File: src/sv/crgs_store.sv
// ----------------------------------------------------------------------------
// crgs_store
// Entry memory: one write port, one read port, read data registered.
// ----------------------------------------------------------------------------
`default_nettype none

module crgs_store #(
	parameter int DEPTH = 64,
	parameter int AW    = 6,
	parameter int W     = 64
) (
	input  wire logic          clk,
	input  wire logic          we,
	input  wire logic [AW-1:0] waddr,
	input  wire logic [W-1:0]  wdata,
	input  wire logic [AW-1:0] raddr,
	output logic      [W-1:0]  rdata
);

	logic [W-1:0] mem_q [DEPTH];
	logic [W-1:0] rdata_q;

	always_ff @(posedge clk) begin
		if (we) begin
			mem_q[waddr] <= wdata;
		end
	end

	always_ff @(posedge clk) begin
		rdata_q <= mem_q[raddr];
	end

	assign rdata = rdata_q;

endmodule

`default_nettype wire

File: config.mk
export PLATFORM = sky130hd
export DESIGN_NAME = crgs_store
export DESIGN_NICKNAME = d
export VERILOG_FILES = /design/src/sv/crgs_store.sv
export SDC_FILE = /design/constraint.sdc
export NUM_CORES = 2
export LEC_CHECK = 0
export ABC_CLOCK_PERIOD_IN_PS = 16300
export BUFFER_PORTS_ARGS = -buffer_cell sky130_fd_sc_hd__buf_2
export CAP_MARGIN = 10
export CORE_ASPECT_RATIO = 0.7
export CORE_MARGIN = 1
export CORE_UTILIZATION = 35
export DETAILED_ROUTE_END_ITERATION = 7
export SETUP_SLACK_MARGIN = 0.2
export SLEW_MARGIN = 20
export SYNTH_ARGS = -nofsm -noshare
export SYNTH_HDL_FRONTEND = slang
export SYNTH_SLANG_ARGS = --single-unit
File: constraint.sdc
create_clock -name clk -period 16.3 [get_ports clk]
set_input_delay 4.89 -clock clk [delete_from_list [all_inputs] [get_ports clk]]
set_output_delay 4.89 -clock clk [all_outputs]
set_load 0.1 [all_outputs]
# Word level (Yosys, flattened, before mapping)

Memories as Yosys holds them, arrays and structs flattened. A register that Yosys moved wholly into a read port is not among the register bits.
Cells that the tools add are included.

Flip-flop bits (word level): 0
Bits in latches: 0
RAM bits: 4096
Bits in read-only memories: 0
Output and inout bits: 64
Word-level logic and storage cells: 3
Memories kept: 1

Add/sub/neg operators: 0
Multiply operators: 0
Divide/modulo/power cells: 0
Magnitude comparators: 0
Equal/unequal tests: 0
Shift operators: 0
Multiplexer cells: 2
Bitwise operators: 0
Reduce and logical (&&, ||, !) cells: 0

Memories:

| memory | words | width | read ports | clocked after Yosys merged registers in | write ports | RTL line | RTL |
|---|---|---|---|---|---|---|---|
| mem_q  | 64    | 64    | 1          | 1                                       | 1           | 20       | `logic [W-1:0] mem_q [DEPTH];` |

Operator list:

| kind   | number |
|---|---|
| $mux 1 | 2 |

# Logic depth before layout (Yosys ltp)

Depth after elaboration: 2
Depth in mapped cells: 9
Depth with buffers taken out: 5

# Least setup slack after synthesis

No wires, ideal clock.

Kind: input port to flip-flop
Start point: in waddr[3]
End point: mem mem_q[48][0], enable pin
Arrival time: 9.762 ns
Required time: 15.736 ns
Setup slack: 5.974 ns
Stages on the path: 4
Path buffers: 1
Cells stage by stage: clkbuf_1 -> nor2b_1 -> nand4b_1 -> nor3_1

RTL lines:

| what               | RTL line | RTL |
|---|---|---|
| start: declaration | 14       | `input wire logic [AW-1:0] waddr,` |
| end: declaration   | 20       |  |

Straight into the memory's write port.

==> metrics.md <==
| Metric | Value |
|---|---|
| Share of power burned in registers | 53.4% |
| Top delay family on crit path | buffers and inverters |
| Number of distinct library cells after synthesis | 33 |
| Synth Register Bits | 4160 |
| Via density per instance | 5.81 |
| Final hold viol count | 0 |
| Dpl cell area | 165000 um2 |
| Clock Root Buffer | clkbuf_16 |
| Hold Buf Count CTS | 0 |
| Routed Antenna Nets | 0 |
| Final non-filler cell total | 13200 |
| Period minus WS final | 8.81 ns |
| Final period utilization | 54.0% |
| Setup Fix Bufs, Post-CTS | 0 |
| Net Sw Power | 4.86 mW |
| PnR worst setup slack | 7.49 ns |
| CP endpoint | rdata[3] |
| Slowest stage cell, crit path | buf_4 |
| Final Total Pwr | 22.3 mW |
| Worst skew pair latency | 0.94 ns |
| RSZ-0062 raised after global routing | no |
| R2R Setup Slk | 14.04 ns |
| Post-synth ARST share | 0% |
| Synthesis Warnings | 0 |
| Routed vias | 76600 |
| Die Area | 449000 um2 |
| CP Buf/Inv Count | 4 |
| NumNets Final | 7058 |
| Rows | 204 |
| Comb pwr share | 5.3% |
| Synth Flop Type | edfxtp_1 |
| Vias in the first global route | 75300 |
| Total track usage | 19.8% |
| F_max | 0.114 GHz |
| CTS clk-pin slew, worst paths | 0.07 ns |
| Crit end category | flop |
| Lkg Pwr | 54.7 nW |
| Register area | 124000 um2 |
| Slew @ Worst Pin | 1.21 ns |
| PwrDens | 125 nW/um2 |
| Status | finished, final reports clean |
| Fin Clk Skew | 0.0377 ns |
| Top-count cell post-synth | edfxtp_1 |
| Inst Count DP | 12500 |
| Fin Hold WS | 0.840 ns |
| Most frequent CP cell | buf_4 |
| Synthesis-to-finish area growth | 13.9% |
| Final setup fails | 0 |
| Clock Power Share | 41.3% |
| Switch share | 21.8% |
| Worst hold path type | flop to flop |
| Buffers on Ports | 141 |
| Crit path kind | input pin to flop |
| Die height | 561 um |
| GPL Wtd Cong | 0.762 |
| Core area | 443000 um2 |
| # Max-Cap Violations | 0 |
| Post-synth EDFFs | 4096 |
| Max clock buf depth | 4 |
| Max H-tree Level | 5 |
| DP Worst Slack | 6.61 ns |
| Crit path cell chain | buf_8 -> buf_4 -> buf_4 -> buf_4 -> mux4_2 -> mux2i_1 -> o22ai_1 -> a41oi_1 -> a211oi_1 |
| Area contributors post-synth | edfxtp_1 (79%), mux4_2 (15%), mux2i_1 (0.86%) |
| Clock buffer count from CTS | 391 |
| First-pass GRT wire length | 626000 um |
| Layout cells sized above 1 | 28.2% |
| Rel. slew slack | 19.2% |
| Initial DRC count | 11300 |
| Share of the synthesized area in the top cell type | 78.7% |
| Peak supply drop | 0.000101 V |
| Post_cts resized | 0 |
| Worst reg2reg path endpoint | rdata[18] |
| Slew Viols, Final | 0 |
| Largest net degree at the start of global routing | 115 |
| Ports | 142 |
| Pint | 17.4 mW |
| Number of cells on the worst reg-to-reg path | 5 |
| Cells after Synth | 6598 |
| Top cell type by total area after synthesis | edfxtp_1 |
| Syn nets | 6676 |
| Critical-path maximum fanout | 80 |
| Levels on crit path | 9 |
| CTS tree | done |
| Most frequent cells after synthesis | edfxtp_1 (4096), mux4_2 (1024), buf_2 (170), a22oi_1 (168), clkbuf_1 (140) |
| Final Util | 40.2% |
| Drt total wl | 456000 um |
| Post-route DRC | 0 |
| Gr ovfl total | 0 |
| Antenna violations before repair | 51 |
| Seq/Total Area, Yosys | 79.5% |
| Initial Util | 35.3% |
| Post-route cell area | 178000 um2 |
| Post-DP HPWL | 241000 um |
| Critical Path RT | 17.12 ns |
| Mapped Avg Cell Area | 23.7 um2 |
| Routed WL per cell | 34.6 um |
| Die width | 801 um |
| Multi-input logic area | 30800 um2 |
| TNS Setup | 0 ns |
| Fill cells | 38200 |
| Critical path's largest stage delay | 0.84 ns |
| CP arrival | 9.63 ns |
| Crit Reg-Reg Startpoint | mem_q[13][18] |
| Kind of start point of the critical path | input pin |
| Post-Syn Area | 156000 um2 |
| Clk sinks | 4160 |
| Detailed Routing Iterations Pass 1 | 5 |
| Critical Path Start | raddr[2] |
-- how the worst min path moves through the flow --
stage / depth (start not counted) / start / slack, ns / end
after CTS: 4 / mem_q[44][26] / 0.84 / rdata[26]
after global placement: 4 / mem_q[36][32] / 0.82 / rdata[32]
after detailed placement: 4 / mem_q[44][26] / 0.82 / rdata[26]
after global routing: 4 / mem_q[47][26] / 0.87 / rdata[26]
final: 4 / mem_q[44][26] / 0.84 / rdata[26]
after floorplan: 4 / mem_q[30][61] / 0.79 / rdata[61]
-- logic make-up after synthesis --
family          Yosys count  synth area share [%]
compound gates          504                  2.48
buf+inv                 389                  1.18
flops                  4160                  79.5
mux                    1159                  15.6
simple gates            386                  1.24
-- registers in the layout (all words and copies together), names as in the netlist --
name,cells
mem_q,4096
rdata,64
-- area by class of cell --
type / count / share of cell area (%)
Sequential cell: 4160 / 69.8
Multi-Input combinational cell: 2049 / 17.3
Clock buffer: 506 / 6.00
Tap cell: 5871 / 4.12
Timing Repair Buffer: 359 / 1.57
Clock inverter: 204 / 1.16
Inverter: 19 / 0.0400
Antenna cell: 23 / 0.0323
-- layer usage --
metal	part of all wire [%]	vias to the layer above	global-route usage (%)
met5	0.037	-	0
li1	-	29300	-
met3	10	665	4.04
met1	42	42300	29.4
met4	2.5	26	4.97
met2	45	4349	30.0
-- worst min-delay path, stage by stage, from the launching register on --
cell and delay (ns):
edfxtp_1 0.32, mux4_2 0.22, a22oi_1 0.06, nand3_1 0.08
and3_1 0.14
-- power by group through the flow --
stage | logic [mW] | registers, mW | clock network [mW]
2_1_floorplan | 0.552 | 12.3 | 0
3_3_place_gp | 1.16 | 12.1 | 0
3_5_place_dp | 1.18 | 12.1 | 0
4_1_cts | 1.19 | 11.9 | 9.31
5_1_grt | 1.24 | 11.9 | 9.71
6_report | 1.18 | 11.9 | 9.20
-- layout by cell type, fill, tap and decap left out, drive strengths merged, types with 58 or more instances in the layout --
cell type  instances
edfxtp          4096
mux4            1024
clkbuf           506
buf              359
a22oi            168
clkinv           147
mux2i            135
nor2             112
a22o              88
o22ai             83
and3              64
dfxtp             64
a211oi            63
nand2             58
Power figures use the tool's default switching activity.
