### src/sv/crgs_pkg.sv
// ----------------------------------------------------------------------------
// crgs_pkg
// Shared types and fixed field widths of the coordinate row-grouping sorter.
// ----------------------------------------------------------------------------
`default_nettype none

package crgs_pkg;

	// Fixed widths of the stream fields.
	localparam int PORT_IDX_W = 16;
	localparam int VALUE_W    = 32;
	localparam int TDATA_W    = 64;

	// Sequencer states.
	typedef enum logic [2:0] {
		ST_LOAD,
		ST_SCAN,
		ST_TEST,
		ST_SWAP_A,
		ST_SWAP_B,
		ST_EMIT_RD,
		ST_EMIT_WAIT
	} state_t;

	// Result hand-off from the sequencer to the output register.
	typedef struct packed {
		logic valid;
		logic last;
		logic ovf;
	} emit_t;

endpackage

`default_nettype wire

### src/sv/crgs_seq.sv
// ----------------------------------------------------------------------------
// crgs_seq
// Sequencer: loads entries, regroups those with rows below the entry count by row in memory, then reads them out.
// ----------------------------------------------------------------------------
`default_nettype none

module crgs_seq #(
	parameter int MAX_ENTRIES = 64,
	parameter int SW          = 16
) (
	input  wire logic                                    clk,
	input  wire logic                                    arst_n,
	input  wire logic                                    s_valid,
	output logic                                         s_ready,
	input  wire logic [2*SW+crgs_pkg::VALUE_W-1:0]       s_entry,
	input  wire logic                                    s_last,
	input  wire logic                                    out_free,
	output crgs_pkg::emit_t                              emit,
	output logic                                         we,
	output logic [$clog2(MAX_ENTRIES)-1:0]               waddr,
	output logic [2*SW+crgs_pkg::VALUE_W-1:0]            wdata,
	output logic [$clog2(MAX_ENTRIES)-1:0]               raddr,
	input  wire logic [2*SW+crgs_pkg::VALUE_W-1:0]       rdata
);

	localparam int AW = $clog2(MAX_ENTRIES);
	localparam int CW = $clog2(MAX_ENTRIES + 1);
	localparam int W  = 2 * SW + crgs_pkg::VALUE_W;
	localparam int XW = (SW > CW) ? SW : CW;

	crgs_pkg::state_t state_q, state_d;

	logic [CW-1:0] count_q;
	logic          ovf_q;
	logic [CW-1:0] r_q;
	logic [CW-1:0] k_q;
	logic [CW-1:0] fill_q;
	logic [W-1:0]  hold_q;

	logic [CW-1:0] k_inc;
	logic [CW-1:0] r_inc;
	logic [CW-1:0] fill_inc;
	logic [CW-1:0] fill_new;
	logic          match;
	logic          scan_end;
	logic          done;
	logic          has_room;
	logic          accept;

	assign k_inc    = k_q + CW'(1);
	assign r_inc    = r_q + CW'(1);
	assign fill_inc = fill_q + CW'(1);
	assign match    = (XW'(rdata[SW-1:0]) == XW'(r_q));
	assign has_room = (count_q < CW'(MAX_ENTRIES));
	assign accept   = s_valid && s_ready;

	// The fill point moves on a swap and on a match already in place.
	assign fill_new = ((state_q == crgs_pkg::ST_SWAP_B) ||
		((state_q == crgs_pkg::ST_TEST) && match && (k_q == fill_q))) ? fill_inc : fill_q;
	assign scan_end = (k_inc == count_q);
	assign done     = scan_end && ((r_inc == count_q) || (fill_new == count_q));

	// Next state.
	always_comb begin
		state_d = state_q;
		unique case (state_q)
			crgs_pkg::ST_LOAD: begin
				if (accept && s_last) begin
					state_d = crgs_pkg::ST_SCAN;
				end
			end
			crgs_pkg::ST_SCAN: begin
				state_d = crgs_pkg::ST_TEST;
			end
			crgs_pkg::ST_TEST: begin
				if (match && (k_q != fill_q)) begin
					state_d = crgs_pkg::ST_SWAP_A;
				end else if (done) begin
					state_d = crgs_pkg::ST_EMIT_RD;
				end else begin
					state_d = crgs_pkg::ST_SCAN;
				end
			end
			crgs_pkg::ST_SWAP_A: begin
				state_d = crgs_pkg::ST_SWAP_B;
			end
			crgs_pkg::ST_SWAP_B: begin
				state_d = done ? crgs_pkg::ST_EMIT_RD : crgs_pkg::ST_SCAN;
			end
			crgs_pkg::ST_EMIT_RD: begin
				state_d = crgs_pkg::ST_EMIT_WAIT;
			end
			crgs_pkg::ST_EMIT_WAIT: begin
				if (out_free) begin
					state_d = scan_end ? crgs_pkg::ST_LOAD : crgs_pkg::ST_EMIT_RD;
				end
			end
			default: begin
				state_d = crgs_pkg::ST_LOAD;
			end
		endcase
	end

	// Memory controls and handshake outputs.
	always_comb begin
		s_ready    = 1'b0;
		we         = 1'b0;
		waddr      = k_q[AW-1:0];
		wdata      = rdata;
		raddr      = k_q[AW-1:0];
		emit.valid = 1'b0;
		emit.last  = scan_end;
		emit.ovf   = ovf_q;
		unique case (state_q)
			crgs_pkg::ST_LOAD: begin
				s_ready = 1'b1;
				we      = s_valid && has_room;
				waddr   = count_q[AW-1:0];
				wdata   = s_entry;
			end
			crgs_pkg::ST_SCAN: begin
				raddr = k_q[AW-1:0];
			end
			crgs_pkg::ST_TEST: begin
				// Fetch the slot at the fill point in case a swap follows.
				raddr = fill_q[AW-1:0];
			end
			crgs_pkg::ST_SWAP_A: begin
				we    = 1'b1;
				waddr = k_q[AW-1:0];
				wdata = rdata;
			end
			crgs_pkg::ST_SWAP_B: begin
				we    = 1'b1;
				waddr = fill_q[AW-1:0];
				wdata = hold_q;
			end
			crgs_pkg::ST_EMIT_RD: begin
				raddr = k_q[AW-1:0];
			end
			crgs_pkg::ST_EMIT_WAIT: begin
				raddr      = k_q[AW-1:0];
				emit.valid = out_free;
			end
			default: begin
				s_ready = 1'b0;
			end
		endcase
	end

	always_ff @(posedge clk or negedge arst_n) begin
		if (!arst_n) begin
			state_q <= crgs_pkg::ST_LOAD;
			count_q <= '0;
			ovf_q   <= 1'b0;
			r_q     <= '0;
			k_q     <= '0;
			fill_q  <= '0;
		end else begin
			state_q <= state_d;
			unique case (state_q)
				crgs_pkg::ST_LOAD: begin
					if (accept) begin
						if (has_room) begin
							count_q <= count_q + CW'(1);
						end else begin
							ovf_q <= 1'b1;
						end
						r_q    <= '0;
						k_q    <= '0;
						fill_q <= '0;
					end
				end
				crgs_pkg::ST_TEST, crgs_pkg::ST_SWAP_B: begin
					if (!((state_q == crgs_pkg::ST_TEST) && match && (k_q != fill_q))) begin
						fill_q <= fill_new;
						if (done) begin
							k_q <= '0;
						end else if (scan_end) begin
							r_q <= r_inc;
							k_q <= fill_new;
						end else begin
							k_q <= k_inc;
						end
					end
				end
				crgs_pkg::ST_EMIT_WAIT: begin
					if (out_free) begin
						if (scan_end) begin
							count_q <= '0;
							ovf_q   <= 1'b0;
						end else begin
							k_q <= k_inc;
						end
					end
				end
				default: begin
				end
			endcase
		end
	end

	// Entry found away from the fill point waits here for the second write.
	always_ff @(posedge clk) begin
		if ((state_q == crgs_pkg::ST_TEST) && match && (k_q != fill_q)) begin
			hold_q <= rdata;
		end
	end

`ifndef NO_ASSERTIONS
	a_fill_behind_scan: assert property (@(posedge clk) disable iff (!arst_n)
		((state_q == crgs_pkg::ST_SCAN) || (state_q == crgs_pkg::ST_TEST)) |->
		((fill_q <= k_q) && (k_q < count_q)))
		else $error("scan index left the range between fill point and count");

	a_count_bound: assert property (@(posedge clk) disable iff (!arst_n)
		count_q <= CW'(MAX_ENTRIES))
		else $error("entry count above capacity");

	a_emit_free: assert property (@(posedge clk) disable iff (!arst_n)
		emit.valid |-> (out_free && !s_ready))
		else $error("result handed over while output register busy or loading");

	a_sort_nonempty: assert property (@(posedge clk) disable iff (!arst_n)
		((state_q == crgs_pkg::ST_LOAD) && accept && s_last) |=> (count_q != '0))
		else $error("sort started on an empty store");
`endif

endmodule

`default_nettype wire

### config.mk
export PLATFORM = sky130hd
export DESIGN_NAME = crgs_seq
export DESIGN_NICKNAME = d
export VERILOG_FILES = /design/src/sv/crgs_pkg.sv /design/src/sv/crgs_seq.sv
export SDC_FILE = /design/constraint.sdc
export NUM_CORES = 1
export LEC_CHECK = 0
export BUFFER_PORTS_ARGS = -buffer_cell sky130_fd_sc_hd__buf_2
export CORE_MARGIN = 3
export CORE_UTILIZATION = 40
export CTS_BUF_LIST = sky130_fd_sc_hd__clkbuf_4 sky130_fd_sc_hd__clkbuf_8 sky130_fd_sc_hd__clkbuf_16
export DETAILED_ROUTE_END_ITERATION = 8
export GPL_TIMING_DRIVEN = 0
export PLACE_DENSITY = 0.66
export SLEW_MARGIN = 20
export SYNTH_ARGS = -nofsm -noshare
export SYNTH_HDL_FRONTEND = slang
export SYNTH_SLANG_ARGS = --single-unit
### constraint.sdc
create_clock -name clk -period 12.3 [get_ports clk]
set_input_delay 2.46 -clock clk [delete_from_list [all_inputs] [get_ports clk]]
set_output_delay 2.46 -clock clk [all_outputs]
set_load 0.005 [all_outputs]
Word level (Yosys, flattened, before mapping)

Cells that the tools add are included.

Bits in registers: 96
Output and inout port bits: 81
Input bits: 133
Bits in latches: 0
Memories: 0
Memory bits (read-only): 0
Memory bits (writable): 0

Reductions and logical operators: 22
Multiplexer cells: 36
Divide/modulo/power cells: 0
Shifts and indexed selects: 0
Order comparisons: 1
Multiply operators: 0
Equality and inequality tests: 22
Bitwise logic cells: 0
$add $sub $neg: 4

Operators with widths:

| cell                | number |
|---|---|
| $pmux 64 s2         | 1 |
| $mux 7              | 15 |
| $pmux 7 s2          | 3 |
| $add 7x1->7 const B | 4 |
| $eq 7x7->1          | 4 |
| $pmux 3 s7          | 1 |
| $pmux 7 s3          | 1 |
| $ne 2x2->1 const B  | 10 |
| $reduce_and 5->1    | 4 |
| $eq 16x7->1         | 1 |
| $mux 3              | 5 |
| $pmux 6 s2          | 1 |
| $eq 3x3->1 const B  | 3 |
| $logic_and 1x1->1   | 8 |
| $lt 7x7->1 const B  | 1 |
| $ne 7x7->1          | 1 |
| $eq 3x2->1 const B  | 2 |
| $mux 1              | 6 |
| $mux 6              | 1 |
| $pmux 1 s2          | 2 |
| $reduce_bool 2->1   | 2 |
| $reduce_or 2->1     | 2 |
| $eq 3x1->1 const B  | 1 |
| $logic_not 3->1     | 1 |
| 4 further kinds     | 5 |

Logic depth before layout (Yosys ltp)

Word-level depth: 11
Mapped depth: 12

Worst setup path after synthesis

No wires, ideal clock.

Kind: input-to-reg
Start point: input rdata[7] in the netlist's numbering
End point: register k_q[4]
Stages on the path: 8
Required time: 12.165 ns
Path slack: 1.723 ns
Path buffers: 0
Arrival time: 10.442 ns
Setup time: 0.135 ns
Path through: nor4_1 -> nand2_1 -> nor4_1 -> nor2_1 -> a21oi_1 -> o21bai_1 -> a21oi_1 -> o21ai_0

Longest elaborated chain between the ends: 11
Elaborated cells on any way between the ends: 15

Ends and longest elaborated chain:

| item                 | RTL line                        | source |
|---|---|---|
| start, declared      | crgs_seq.sv:23                  | `input wire logic [2*SW+crgs_pkg::VALUE_W-1:0] rdata` |
| $eq 16x7->1 *        | crgs_seq.sv:53                  | `assign match = (XW'(rdata[SW-1:0]) == XW'(r_q));` |
| $logic_and 1x1->1 *  | crgs_seq.sv:59, crgs_seq.sv:175 |  |
| $logic_and 1x1->1    | crgs_seq.sv:59                  | `((state_q == crgs_pkg::ST_TEST) && match && (k_q == fill_q))) ? fill_inc : fill_q;` |
| $logic_or 1x1->1     | crgs_seq.sv:58                  | `assign fill_new = ((state_q == crgs_pkg::ST_SWAP_B) \|\|` |
| $mux 7               | crgs_seq.sv:59                  |  |
| $eq 7x7->1           | crgs_seq.sv:61                  | `assign done = scan_end && ((r_inc == count_q) \|\| (fill_new == count_q));` |
| $logic_or 1x1->1     | crgs_seq.sv:61                  |  |
| $logic_and 1x1->1    | crgs_seq.sv:61                  |  |
| $mux 7               | crgs_seq.sv:177                 | `if (done) begin` |
| $mux 7               | crgs_seq.sv:175                 | `if (!((state_q == crgs_pkg::ST_TEST) && match && (k_q != fill_q))) begin` |
| $pmux 7 s3           | crgs_seq.sv:161                 | `unique case (state_q)` |
| end signal, assigned | crgs_seq.sv:181                 | `k_q <= fill_new;` |
| end signal, assigned | crgs_seq.sv:183                 | `k_q <= k_inc;` |
| end signal, assigned | crgs_seq.sv:193                 | `k_q <= k_inc;` |
| end, declared        | crgs_seq.sv:36                  | `logic [CW-1:0] k_q;` |

Every way passes the cells marked *; elsewhere a longest branch is shown, timed or not. The select of a mux whose other input is x is not followed.
A chain may end at the register's enable or synchronous reset.

Worst setup path in the final report

Start point: register state_q[2]
End point: output wdata[40] in the netlist's numbering

Longest elaborated chain between the ends: 2
Elaborated cells on any way between the ends: 3

Ends and longest elaborated chain:

| item                                                 | RTL line        | source |
|---|---|---|
| start, declared                                      | crgs_seq.sv:31  | `crgs_pkg::state_t state_q, state_d;` |
| start signal, assigned                               | crgs_seq.sv:153 | `state_q <= crgs_pkg::ST_LOAD;` |
| start signal, assigned                               | crgs_seq.sv:160 | `state_q <= state_d;` |
| $eq 3x3->1 / $logic_not 3->1 (equally long branches) | crgs_seq.sv:114 | `unique case (state_q)` |
| $pmux 64 s2 *                                        | crgs_seq.sv:114 |  |
| end, declared                                        | crgs_seq.sv:21  | `output logic [2*SW+crgs_pkg::VALUE_W-1:0] wdata,` |

Every way passes the cells marked *; elsewhere a longest branch is shown, timed or not.

==> flow_metrics.py <==
metrics = {
    "route": {
        "dr_total_vias": 5985,
        "drt_first_pass_iters": 5,
        "drcViolationCount": 0,
        "dr_wl_met3_um": 1510,
        "wl_per_cell_um": 18.9,
        "wl_um": 20900,
        "wl_met2_um": 10400,
        "drtIter0Drc": 544,
        "antenna_left": 0,
        "vias_per_cell": 5.43,
        "met1Wirelength_um": 8300,
        "dr.max_layer_used": "met5",
    },
    "power": {
        "p_per_area_nw_per_um2": 203,
        "ir_drop_v": 0.0000956,
        "leakagePower_nw": 3.27,
        "power.total_mw": 1.62,
    },
    "worst_setup_path": {
        "critPathRequiredTime_ns": 9.84,
        "rrSetupSlack_ns": 8.69,
        "end_kind": "primary output",
        "cp.arrival_ns": 3.12,
        "slowest_delay_ns": 0.65,
        "crit_top_cell": "buf_1",
        "cp_slowest_cell": "buf_1",
        "r2r-start": "state_q[0]$_DFFE_PN0P_",
        "cp_cell_sequence": "clkbuf_1 > buf_1 > buf_1 > mux2i_1 > o21ai_0 > buf_2",
        "crit_type": "reg2out",
        "critPathLaunchType": "flip-flop",
        "worstPathMaxFanout": 10,
        "r2r_cells": 9,
        "r2r_end": "k_q[2]$_DFFE_PN0P_",
    },
    "timing": {
        "slew_headroom_pct": 38.5,
        "tightest_slew_ns": 0.921,
        "setup_tns_ns": 0,
        "whs_ns": 0.524,
        "drv_slew": 0,
        "rsz0062_at_grt": "no",
        "fin_crit_ns": 5.58,
        "finalSetupViolCount": 0,
        "fmax_mhz": 179,
        "fin_crit_sh_pct": 45.4,
        "hold_viol": 0,
        "finalClockSkew_ns": 0.00771,
    },
    "logic_synthesis": {
        "syn_avg_cell_area_um2": 9.63,
        "synth_cell_type_count": 57,
        "ys_ff_latch": 96,
        "netlist_instances": 651,
        "async_reset_ff_share_pct": 33.3,
        "syn_nets": 788,
        "ys.flop_type": "edfxtp_1",
        "synth_edf_count": 64,
        "ys_seq_area_share_pct": 43.5,
        "yosys_warnings": 0,
        "netlist_area_um2": 6270,
    },
    "clock_network": {
        "clock_path_buffers": 2,
        "cts_tree": "yes",
        "post_cts_resized": 0,
        "cts_setup_buffers": 0,
        "cts_max_level": 3,
        "clock-sinks": 96,
        "cts_buffers": 9,
        "clk_transition_reported_paths_ns": 0.07,
        "clk_latency_ns": 0.35,
        "cts-root-buf": "clkbuf_16",
        "cts_hold_buf": 0,
    },
    "global_routing": {
        "antenna_found_initial": 2,
        "grt_pass1_vias": 5802,
        "track_usage_pct": 23.5,
        "grt_max_degree": 33,
        "grt_pass1_wl_um": 32200,
        "overflow": 0,
    },
    "floorplanning": {
        "ios": 214,
        "die_w_um": 131,
        "core_um2": 15300,
        "die_h_um": 131,
        "start_util_pct": 41.1,
        "placementRows": 45,
        "die_area_um2": 17200,
    },
    "final_layout": {
        "n_antenna_cell": 0,
        "layout_common_cells": "225 x buf_2, 96 x nand2_1, 96 x o21ai_0, 75 x mux2i_1, 64 x edfxtp_1",
        "drive_gt1_share_pct": 30.3,
        "final_common_cell": "buf_2",
        "fin_cells": 1103,
        "syn_to_final_growth_pct": 26.8,
        "final_core_util_pct": 52.1,
        "layout.nets": 1024,
    },
    "place": {
        "hpwlAfterDp_um": 16300,
        "io_buffers": 213,
        "post-place-cells": 1087,
        "gp_congestion": 0.929,
    },
    "worst_hold_path": {
        "holdCritPathClass": "reg2reg",
        "hold_start": "ovf_q$_DFFE_PN0P_",
        "whs_path_depth": 2,
        "hold-path-endpoint": "ovf_q$_DFFE_PN0P_",
    },
    "status": {
        "status": "complete, no violations",
    },
    "run": {
        "drv_cap": 0,
    },
}
-- through the flow --
stage               worst slack, ns  instance area (um^2)
finish                         6.72                  7950
global route                   6.47                  7950
CTS                            6.63                  7950
detailed placement             6.56                  7670
global placement              -2.86                  7600
floorplan                      1.72                  6270
-- cells in the mapped netlist, drive strengths merged (2+ instances only) --
| library cell | count | share of area [%] |
|---|---|---|
| xnor2 | 34 | 4.9 |
| nand3 | 18 | 1.4 |
| and4 | 3 | 0.42 |
| o21bai | 2 | 0.24 |
| nor3 | 9 | 0.72 |
| o31ai | 3 | 0.36 |
| nor2b | 5 | 0.50 |
| a21o | 6 | 0.84 |
| xnor3 | 2 | 0.72 |
| o2bb2ai | 2 | 0.28 |
| o221ai | 2 | 0.28 |
| buf | 14 | 1.1 |
| nor3b | 2 | 0.42 |
| dfrtp | 32 | 13 |
| nor4 | 6 | 0.80 |
| ha | 4 | 0.80 |
| clkbuf | 40 | 2.4 |
| a211o | 2 | 0.28 |
| a211oi | 6 | 0.72 |
| and3 | 7 | 0.70 |
| mux2i | 75 | 12 |
| o211ai | 4 | 0.48 |
| xor2 | 11 | 1.5 |
| mux2 | 7 | 1.3 |
| nor2 | 29 | 1.7 |
| nand2b | 9 | 0.90 |
| or4 | 2 | 0.24 |
| xor3 | 2 | 0.76 |
| inv | 6 | 0.36 |
| or2 | 4 | 0.40 |
| a21oi | 15 | 1.2 |
| nand2 | 96 | 5.8 |
| or3b | 2 | 0.28 |
| edfxtp | 64 | 31 |
| nand4 | 6 | 0.60 |
| or3 | 4 | 0.40 |
| o311ai | 4 | 0.96 |
| nand3b | 2 | 0.24 |
| o21ai | 99 | 7.9 |
| a22o | 3 | 0.42 |
-- report_power, final --
part | switching (mW) | internal [mW]
Combinational | 0.586 | 0.380
Clock | 0.128 | 0.137
Sequential | 0.0181 | 0.366
Total | 0.733 | 0.883
-- cells by family after synthesis --
kind of cell             synth area share [%]
AO/OA/AOI/OAI                            14.8
flip-flops                               43.5
AND/OR/NAND/NOR                          15.9
multiplexers                             13.2
buffers and inverters                    3.87
XOR/XNOR                                 7.89
adder cells (fa/ha/maj)                 0.799
-- sequential cells by signal, summed over array words and instances, names as in the netlist --
register  flops
hold_q       64
r_q           7
k_q           7
fill_q        7
ovf_q         1
state_q       3
count_q       7
-- worst max path at each step --
stage / cells past startpoint / slack, ns / from / endpoint
global route: 6 / 6.47 / state_q[2]$_DFFE_PN0P_ / wdata[40]
finish: 6 / 6.72 / state_q[2]$_DFFE_PN0P_ / wdata[40]
detailed placement: 10 / 6.56 / rdata[7] / k_q[2]$_DFFE_PN0P_
floorplan: 8 / 1.72 / rdata[7] / k_q[4]$_DFFE_PN0P_
global placement: 7 / -2.86 / rdata[7] / k_q[2]$_DFFE_PN0P_
CTS: 6 / 6.63 / state_q[2]$_DFFE_PN0P_ / wdata[40]
-- final cells by class --
| type | instances | area (um^2) |
|---|---|---|
| multi-input cells | 494 | 3310 |
| plain buffers | 54 | 216 |
| inverters | 7 | 26.3 |
| clock inverters | 7 | 47.5 |
| flip-flops and latches | 96 | 2720 |
| repair buffers | 225 | 1140 |
| clock buffers | 9 | 225 |
| well taps | 211 | 264 |
| fillers | 1431 | 7310 |
-- metal layers --
metal | GRT usage, % | vias to the layer above
met2 | 40.4 | 268
met3 | 4.90 | 42
met1 | 29.0 | 2855
met5 | 0 | -
li1 | - | 2816
met4 | 9.63 | 4
-- worst max-delay path: cells and delay by family, from the launching register on --
kind	cells	cell delay, ns
AO/OA/AOI/OAI	1	0.30
buffers and inverters	4	1.91
flip-flops	1	0.40
multiplexers	1	0.16
No activity file was read; power rests on OpenSTA's default activity.
